==> src/hw/rtl/dstq_pkg.sv <==
// Package for the deadline sorted task queue.
// Holds the item structs, action and status codes, and sizing constants.
// No dependencies.
package dstq_pkg;

    localparam int QUEUE_DEPTH = 16;
    localparam int CNT_W       = $clog2(QUEUE_DEPTH + 1);
    localparam int TOTAL_W     = 5;
    localparam int FIFO_DEPTH  = 2;

    localparam logic [1:0] ACT_INSERT = 2'd0;
    localparam logic [1:0] ACT_POP    = 2'd1;
    localparam logic [1:0] ACT_REMOVE = 2'd2;

    localparam logic [1:0] ST_DONE = 2'd0;
    localparam logic [1:0] ST_MISS = 2'd1;
    localparam logic [1:0] ST_FULL = 2'd2;

    typedef enum logic [1:0] {
        OP_INSERT,
        OP_POP,
        OP_REMOVE,
        OP_NOP
    } op_t;

    typedef struct packed {
        logic [1:0]  action;
        logic [7:0]  task_id;
        logic [31:0] sort_key;
    } req_t;

    typedef struct packed {
        logic [7:0]         out_task_id;
        logic [31:0]        out_key;
        logic [1:0]         status;
        logic [TOTAL_W-1:0] entry_total;
    } rsp_t;

    typedef struct packed {
        logic [7:0]  task_id;
        logic [31:0] sort_key;
    } entry_t;

    typedef struct packed {
        op_t         op;
        logic [7:0]  task_id;
        logic [31:0] sort_key;
    } cmd_t;

    function automatic logic [TOTAL_W-1:0] to_total(input logic [CNT_W-1:0] c);
        return TOTAL_W'(c);
    endfunction

endpackage

==> src/hw/rtl/dstq_front.sv <==
// Front end: accepts request items, decodes the action and buffers
// decoded commands in a two-entry queue. Depends on dstq_pkg.
module dstq_front
    import dstq_pkg::*;
(
    input  logic clk,
    input  logic rst_n,
    input  logic req_valid,
    output logic req_stall,
    input  req_t req,
    output logic cmd_valid,
    input  logic cmd_take,
    output cmd_t cmd
);

    localparam int PTR_W = $clog2(FIFO_DEPTH);
    localparam int FCNT_W = $clog2(FIFO_DEPTH + 1);

    cmd_t              slot_reg [FIFO_DEPTH];
    logic [PTR_W-1:0]  wr_ptr_reg, wr_ptr_next;
    logic [PTR_W-1:0]  rd_ptr_reg, rd_ptr_next;
    logic [FCNT_W-1:0] fcnt_reg, fcnt_next;
    cmd_t              decoded;
    logic              push;

    always_comb
    begin
        decoded.task_id  = req.task_id;
        decoded.sort_key = req.sort_key;
        unique case (req.action)
            ACT_INSERT: decoded.op = OP_INSERT;
            ACT_POP:    decoded.op = OP_POP;
            ACT_REMOVE: decoded.op = OP_REMOVE;
            default:    decoded.op = OP_NOP;
        endcase
    end

    assign req_stall = (fcnt_reg == FCNT_W'(FIFO_DEPTH));
    assign push      = req_valid && !req_stall;
    assign cmd_valid = (fcnt_reg != '0);
    assign cmd       = slot_reg[rd_ptr_reg];

    always_comb
    begin
        wr_ptr_next = push ? PTR_W'(wr_ptr_reg + 1'b1) : wr_ptr_reg;
        rd_ptr_next = cmd_take ? PTR_W'(rd_ptr_reg + 1'b1) : rd_ptr_reg;
        fcnt_next   = fcnt_reg;
        if (push && !cmd_take)
        begin
            fcnt_next = FCNT_W'(fcnt_reg + 1'b1);
        end
        else if (!push && cmd_take)
        begin
            fcnt_next = FCNT_W'(fcnt_reg - 1'b1);
        end
    end

    always_ff @(posedge clk or negedge rst_n)
    begin
        if (!rst_n)
        begin
            wr_ptr_reg <= '0;
            rd_ptr_reg <= '0;
            fcnt_reg   <= '0;
        end
        else
        begin
            wr_ptr_reg <= wr_ptr_next;
            rd_ptr_reg <= rd_ptr_next;
            fcnt_reg   <= fcnt_next;
        end
    end

    always_ff @(posedge clk)
    begin
        if (push)
        begin
            slot_reg[wr_ptr_reg] <= decoded;
        end
    end

endmodule

==> src/hw/rtl/dstq_back.sv <==
// Back end: sorted shift-register cell array with a comparator per cell.
// One command per cycle into a registered result unless stalled; uses dstq_pkg.
module dstq_back
    import dstq_pkg::*;
(
    input  logic             clk,
    input  logic             rst_n,
    input  logic             cmd_valid,
    output logic             cmd_take,
    input  cmd_t             cmd,
    output logic             rsp_valid,
    input  logic             rsp_stall,
    output rsp_t             rsp,
    output logic [CNT_W-1:0] cnt
);

    entry_t                 cell_reg  [QUEUE_DEPTH];
    entry_t                 cell_next [QUEUE_DEPTH];
    logic [CNT_W-1:0]       count_reg, count_next;
    rsp_t                   rsp_reg, rsp_next;
    logic                   rsp_valid_reg, rsp_valid_next;
    logic [QUEUE_DEPTH-1:0] live, lt, match, hit_upto, first_oh, ins_oh;
    entry_t                 sel;
    logic                   found, full, empty, fire;

    assign fire      = cmd_valid && (!rsp_valid_reg || !rsp_stall);
    assign cmd_take  = fire;
    assign rsp_valid = rsp_valid_reg;
    assign rsp       = rsp_reg;
    assign cnt       = count_reg;
    assign full      = (count_reg == CNT_W'(QUEUE_DEPTH));
    assign empty     = (count_reg == '0);

    always_comb
    begin
        for (int i = 0; i < QUEUE_DEPTH; i++)
        begin
            live[i]  = CNT_W'(i) < count_reg;
            lt[i]    = live[i] && (cell_reg[i].sort_key < cmd.sort_key);
            match[i] = live[i] && (cell_reg[i].task_id == cmd.task_id);
        end
        hit_upto[0] = match[0];
        ins_oh[0]   = !lt[0];
        for (int i = 1; i < QUEUE_DEPTH; i++)
        begin
            hit_upto[i] = hit_upto[i-1] | match[i];
            ins_oh[i]   = !lt[i] && lt[i-1];
        end
        found    = hit_upto[QUEUE_DEPTH-1];
        first_oh = match & ~(hit_upto << 1);
        sel      = '0;
        for (int i = 0; i < QUEUE_DEPTH; i++)
        begin
            sel = sel | (first_oh[i] ? cell_reg[i] : entry_t'('0));
        end
    end

    always_comb
    begin
        for (int i = 0; i < QUEUE_DEPTH; i++)
        begin
            cell_next[i] = cell_reg[i];
        end
        count_next           = count_reg;
        rsp_next.out_task_id = '0;
        rsp_next.out_key     = '0;
        rsp_next.status      = ST_MISS;
        rsp_next.entry_total = to_total(count_reg);
        unique case (cmd.op)
            OP_INSERT:
            begin
                if (full)
                begin
                    rsp_next.status = ST_FULL;
                end
                else
                begin
                    if (ins_oh[0])
                    begin
                        cell_next[0].task_id  = cmd.task_id;
                        cell_next[0].sort_key = cmd.sort_key;
                    end
                    for (int i = 1; i < QUEUE_DEPTH; i++)
                    begin
                        if (ins_oh[i])
                        begin
                            cell_next[i].task_id  = cmd.task_id;
                            cell_next[i].sort_key = cmd.sort_key;
                        end
                        else if (!lt[i])
                        begin
                            cell_next[i] = cell_reg[i-1];
                        end
                    end
                    count_next           = CNT_W'(count_reg + 1'b1);
                    rsp_next.out_task_id = cmd.task_id;
                    rsp_next.out_key     = cmd.sort_key;
                    rsp_next.status      = ST_DONE;
                    rsp_next.entry_total = to_total(count_next);
                end
            end
            OP_POP:
            begin
                if (!empty)
                begin
                    for (int i = 0; i < QUEUE_DEPTH - 1; i++)
                    begin
                        cell_next[i] = cell_reg[i+1];
                    end
                    count_next           = CNT_W'(count_reg - 1'b1);
                    rsp_next.out_task_id = cell_reg[0].task_id;
                    rsp_next.out_key     = cell_reg[0].sort_key;
                    rsp_next.status      = ST_DONE;
                    rsp_next.entry_total = to_total(count_next);
                end
            end
            OP_REMOVE:
            begin
                if (found)
                begin
                    for (int i = 0; i < QUEUE_DEPTH - 1; i++)
                    begin
                        if (hit_upto[i])
                        begin
                            cell_next[i] = cell_reg[i+1];
                        end
                    end
                    count_next           = CNT_W'(count_reg - 1'b1);
                    rsp_next.out_task_id = sel.task_id;
                    rsp_next.out_key     = sel.sort_key;
                    rsp_next.status      = ST_DONE;
                    rsp_next.entry_total = to_total(count_next);
                end
            end
            OP_NOP:
            begin
            end
        endcase
    end

    always_comb
    begin
        rsp_valid_next = rsp_valid_reg && rsp_stall;
        if (fire)
        begin
            rsp_valid_next = 1'b1;
        end
    end

    always_ff @(posedge clk or negedge rst_n)
    begin
        if (!rst_n)
        begin
            count_reg     <= '0;
            rsp_valid_reg <= 1'b0;
        end
        else
        begin
            rsp_valid_reg <= rsp_valid_next;
            if (fire)
            begin
                count_reg <= count_next;
            end
        end
    end

    always_ff @(posedge clk)
    begin
        if (fire)
        begin
            rsp_reg <= rsp_next;
            for (int i = 0; i < QUEUE_DEPTH; i++)
            begin
                cell_reg[i] <= cell_next[i];
            end
        end
    end

endmodule

==> src/hw/rtl/deadline_sorted_task_queue.sv <==
// Top level of the deadline sorted task queue.
// Joins dstq_front and dstq_back; depends on dstq_pkg.
//
//   channel | valid     | stall     | payload
//   request | req_valid | req_stall | req (req_t)
//   result  | rsp_valid | rsp_stall | rsp (rsp_t)
//
// One item per cycle sustained while rsp_stall is low; each accepted request
// passes through the command buffer, then through the cell array's
// insert/remove step into the result register.
// Reset empties the queue and the command buffer at once; no clearing pass.
// Result stall holds the result register; the two-entry command buffer then
// fills and raises req_stall.
module deadline_sorted_task_queue
    import dstq_pkg::*;
(
    input  logic clk,
    input  logic rst_n,
    input  logic req_valid,
    output logic req_stall,
    input  req_t req,
    output logic rsp_valid,
    input  logic rsp_stall,
    output rsp_t rsp
);

    logic             cmd_valid;
    logic             cmd_take;
    cmd_t             cmd;
    logic [CNT_W-1:0] cnt;

    dstq_front u_front (
        .clk       (clk),
        .rst_n     (rst_n),
        .req_valid (req_valid),
        .req_stall (req_stall),
        .req       (req),
        .cmd_valid (cmd_valid),
        .cmd_take  (cmd_take),
        .cmd       (cmd)
    );

    dstq_back u_back (
        .clk       (clk),
        .rst_n     (rst_n),
        .cmd_valid (cmd_valid),
        .cmd_take  (cmd_take),
        .cmd       (cmd),
        .rsp_valid (rsp_valid),
        .rsp_stall (rsp_stall),
        .rsp       (rsp),
        .cnt       (cnt)
    );

    a_count_bound: assert property (@(posedge clk) disable iff (!rst_n)
        cnt <= CNT_W'(QUEUE_DEPTH))
        else $error("entry count above depth");

    a_full_total: assert property (@(posedge clk) disable iff (!rst_n)
        rsp_valid && rsp.status == ST_FULL |-> rsp.entry_total == TOTAL_W'(QUEUE_DEPTH))
        else $error("full status with queue not full");

    a_fail_zero: assert property (@(posedge clk) disable iff (!rst_n)
        rsp_valid && rsp.status != ST_DONE |-> rsp.out_task_id == '0 && rsp.out_key == '0)
        else $error("failed action reports nonzero entry");

    a_drain: assert property (@(posedge clk) disable iff (!rst_n)
        cmd_valid && !rsp_valid |=> rsp_valid)
        else $error("pending command not executed");

endmodule
==> config.mk <==
export PLATFORM = sky130hd
export DESIGN_NAME = deadline_sorted_task_queue
export DESIGN_NICKNAME = d
export VERILOG_FILES = /design/src/hw/rtl/dstq_pkg.sv /design/src/hw/rtl/dstq_front.sv /design/src/hw/rtl/dstq_back.sv /design/src/hw/rtl/deadline_sorted_task_queue.sv
export SDC_FILE = /design/constraint.sdc
export NUM_CORES = 2
export LEC_CHECK = 0
export ABC_CLOCK_PERIOD_IN_PS = 10500
export BUFFER_PORTS_ARGS = -buffer_cell sky130_fd_sc_hd__buf_2
export CELL_PAD_IN_SITES_DETAIL_PLACEMENT = 0
export CELL_PAD_IN_SITES_GLOBAL_PLACEMENT = 1
export CORE_MARGIN = 2
export CORE_UTILIZATION = 52
export DETAILED_ROUTE_END_ITERATION = 8
export PLACE_DENSITY_LB_ADDON = 0.1
export SKIP_LAST_GASP = 1
export SLEW_MARGIN = 20
export SYNTH_ARGS = -nofsm -noshare
export SYNTH_HDL_FRONTEND = slang
export SYNTH_SLANG_ARGS = --single-unit
==> constraint.sdc <==
create_clock -name clk -period 10.5 [get_ports clk]
set_clock_uncertainty 0.15 [all_clocks]
set_input_delay 1.575 -clock clk [delete_from_list [all_inputs] [get_ports clk]]
set_output_delay 1.575 -clock clk [all_outputs]
set_load 0.01 [all_outputs]
==> flow_metrics.env <==
export IMPL_wl_per_cell_um=40.5
export IMPL_synthArstFlopShare_pct=1.28
export IMPL_avgSynthCellArea_sq_um=9.99
export IMPL_post_route_drc_count=0
export IMPL_cts_buffer_depth=3
export IMPL_cts_htree_levels=3
export IMPL_worst_pin_slew_ns=1.36
export IMPL_track_usage_pct=49.8
export IMPL_synth_top_cells_by_count="edfxtp_1, nand2_1, ha_1"
export IMPL_slowest_delay_ns=1.00
export IMPL_largest_register_ffs=640
export IMPL_worstRegToRegCells=14
export IMPL_pre_cts_ws_ns=2.95
export IMPL_ys_ff_latch=781
export IMPL_slew_limit_headroom_pct=8.42
export IMPL_grt_max_degree=127
export IMPL_antenna_found_initial=13
export IMPL_hold_depth=2
export IMPL_placed_area_sq_um=58500
export IMPL_synthFlopType="edfxtp_1"
export IMPL_fin_nets=6088
export IMPL_outcome="finished clean"
export IMPL_postCtsSetupBuffers=0
export IMPL_synth_area_leader_cell="edfxtp_1"
export IMPL_clk_latency_ns=0.73
export IMPL_ctsResizeCount=0
export IMPL_stdcell_area_sq_um=61500
export IMPL_ys_warn_count=0
export IMPL_coreArea_sq_um=107000
export IMPL_io_pins=95
export IMPL_clk_pin_slew_ns=0.06
export IMPL_r2r_setup_slack_ns=2.70
export IMPL_synth_seq_area_share_pct=41.6
export IMPL_slowest_stage="a311oi_4"
export IMPL_cp_top_family="buffers and inverters"
export IMPL_routed_wl_um=284000
export IMPL_maxSlewViolCount=0
export IMPL_yosysMostFrequentCell="edfxtp_1"
export IMPL_cts_tree="built"
export IMPL_syn2layout_area_growth_pct=9.35
export IMPL_grt_pass1_wl_um=393000
export IMPL_maxCapViolCount=0
export IMPL_via_count=54570
export IMPL_gp_congestion=1.05
export IMPL_cts_root_buffer="clkbuf_16"
export IMPL_hold_viol=0
export IMPL_critPathCaptureType="flop"
export IMPL_chipWidth_um=333
export IMPL_start_util_pct=52.4
export IMPL_viasPerCell=7.77
export IMPL_path_cells="buf_4 > mux2_2 > xnor2_1 > nand4_1 > nor4_2 > buf_4 > or4_1 > buf_4 > or3_1 > o211ai_4 > or2_1 > buf_4 > a311oi_4 > buf_4"
export IMPL_fp_dieArea_sq_um=111000
export IMPL_path_max_fanout=31
export IMPL_antenna_left=0
export IMPL_rows=120
export IMPL_cp_required_ns=10.69
export IMPL_synth_area_top_cells="edfxtp_1, ha_1, nand2_1, a221o_1, a21oi_1"
export IMPL_fmax_mhz=128
export IMPL_yosysTopAreaCellShare_pct=41.2
export IMPL_arrival_ns=7.99
export IMPL_critical_path_class="flop to flop"
export IMPL_hp_class="flop to flop"
export IMPL_setup_tns_ns=0
export IMPL_io_buffer_count=94
export IMPL_drtIter0Drc=10074
export IMPL_cts_buffers=95
export IMPL_syn_nets=6175
export IMPL_fin_crit_sh_pct=74.2
export IMPL_finalSetupViolCount=0
export IMPL_synth_cell_types=81
export IMPL_synthCells=5624
export IMPL_hold_buffers=0
export IMPL_cts_sinks=781
export IMPL_grt_pass1_vias=51150
export IMPL_worst_path_stages=14
export IMPL_die_h_um=333
export IMPL_crit_buf_inv=5
export IMPL_rsz0062_at_grt="false"
export IMPL_synth_edf_count=771
export IMPL_crit_path_start_kind="flop"
export IMPL_cpMostUsedCell="buf_4"
export IMPL_worst_slack_ns=2.70
export IMPL_min_period_ns=7.80
export IMPL_syn_cell_area_sq_um=56200
export IMPL_grt_ovfl_total=0
export IMPL_hpwl_um=190000
export IMPL_drt_first_pass_iters=9
export IMPL_drive_above_1_share_pct=10.1
[worst register-to-register path: cells and delay by family, from the launching register on]
kind / cells / cell delay (ns)
muxes: 1 / 0.57
buffers and inverters: 5 / 2.47
AOI/OAI and AO/OA: 2 / 1.21
and+or+nand+nor: 5 / 1.55
xor gates and xnor gates: 1 / 0.56
DFF: 1 / 0.89
[final cells by class]
cell class	count	area, sq um
Antenna cell	9	22.5
Clock buffer	116	2490
Clock inverter	54	459
Fill cell	9440	45800
Inverter	92	348
Multi-Input combinational cell	4307	31200
Sequential cell	781	23400
Tap cell	1403	1760
Timing Repair Buffer	260	1750
[metrics by stage]
step / hold WS, ns / utilization (%) / cells
after floorplan: 0.310 / - / 5624
after global placement: 0.348 / 54.5 / 6841
after detailed placement: 0.345 / 54.5 / 6843
after CTS: 0.361 / 57.3 / 7013
after global routing: 0.399 / 57.3 / 7014
final: 0.350 / 57.3 / 7022
[cell usage in the layout (no fill, tap or decap), types with 48 or more instances in the layout]
cell       instances
nand4_1          125
nor3_1            87
a211oi_1          60
edfxtp_1         771
nor2_1           176
buf_4            162
xnor2_1          132
mux2_2            79
clkbuf_16         95
o21ai_0          341
a221o_1          232
and3_1            48
a21oi_1          391
o211ai_1         121
inv_1             90
a21o_1           163
ha_1             503
buf_2             94
nand3_1          257
mux2i_1          168
nor2b_1          102
nand2_1          633
[path summary, 6_finish.rpt]
path / endpoint / start
max: u_back.cell_reg[0][173]$_DFFE_PP_ / u_front.rd_ptr_reg$_DFFE_PN0P_
min: u_back.rsp_valid$_DFF_PN0_ / u_back.rsp_valid$_DFF_PN0_
max reg2reg: u_back.cell_reg[0][173]$_DFFE_PP_ / u_front.rd_ptr_reg$_DFFE_PN0P_
min reg2reg: u_back.rsp_valid$_DFF_PN0_ / u_back.rsp_valid$_DFF_PN0_
max in group asynchronous: u_front.rd_ptr_reg$_DFFE_PN0P_ / rst_n
min in group asynchronous: u_back.cnt[1]$_DFFE_PN0P_ / rst_n
[metal layers]
metal / global-route usage, % / vias up / routed length (um)
met5: 0.347 / - / 95
met4: 39.7 / 14 / 27800
met3: 14.6 / 1241 / 40300
met2: 69.8 / 5123 / 115000
met1: 63.7 / 26263 / 101000
li1: - / 21929 / -
[kinds of logic (layout without fill, tap and decap cells)]
group           count (synthesis)  after routing  synth area share [%]
other cells                     0              9                     0
simple gates                 1694           1694                  15.1
flops                         781            781                  41.6
fa+ha+maj                     505            505                  11.2
mux                           256            256                  4.92
buf+inv                       536            522                  3.82
xor+xnor                      137            137                  2.14
compound gates               1715           1715                  21.1
Power is left out: the tool's default activity adds up to more than one toggle a clock period on the data nets, which glitch-free logic cannot reach.
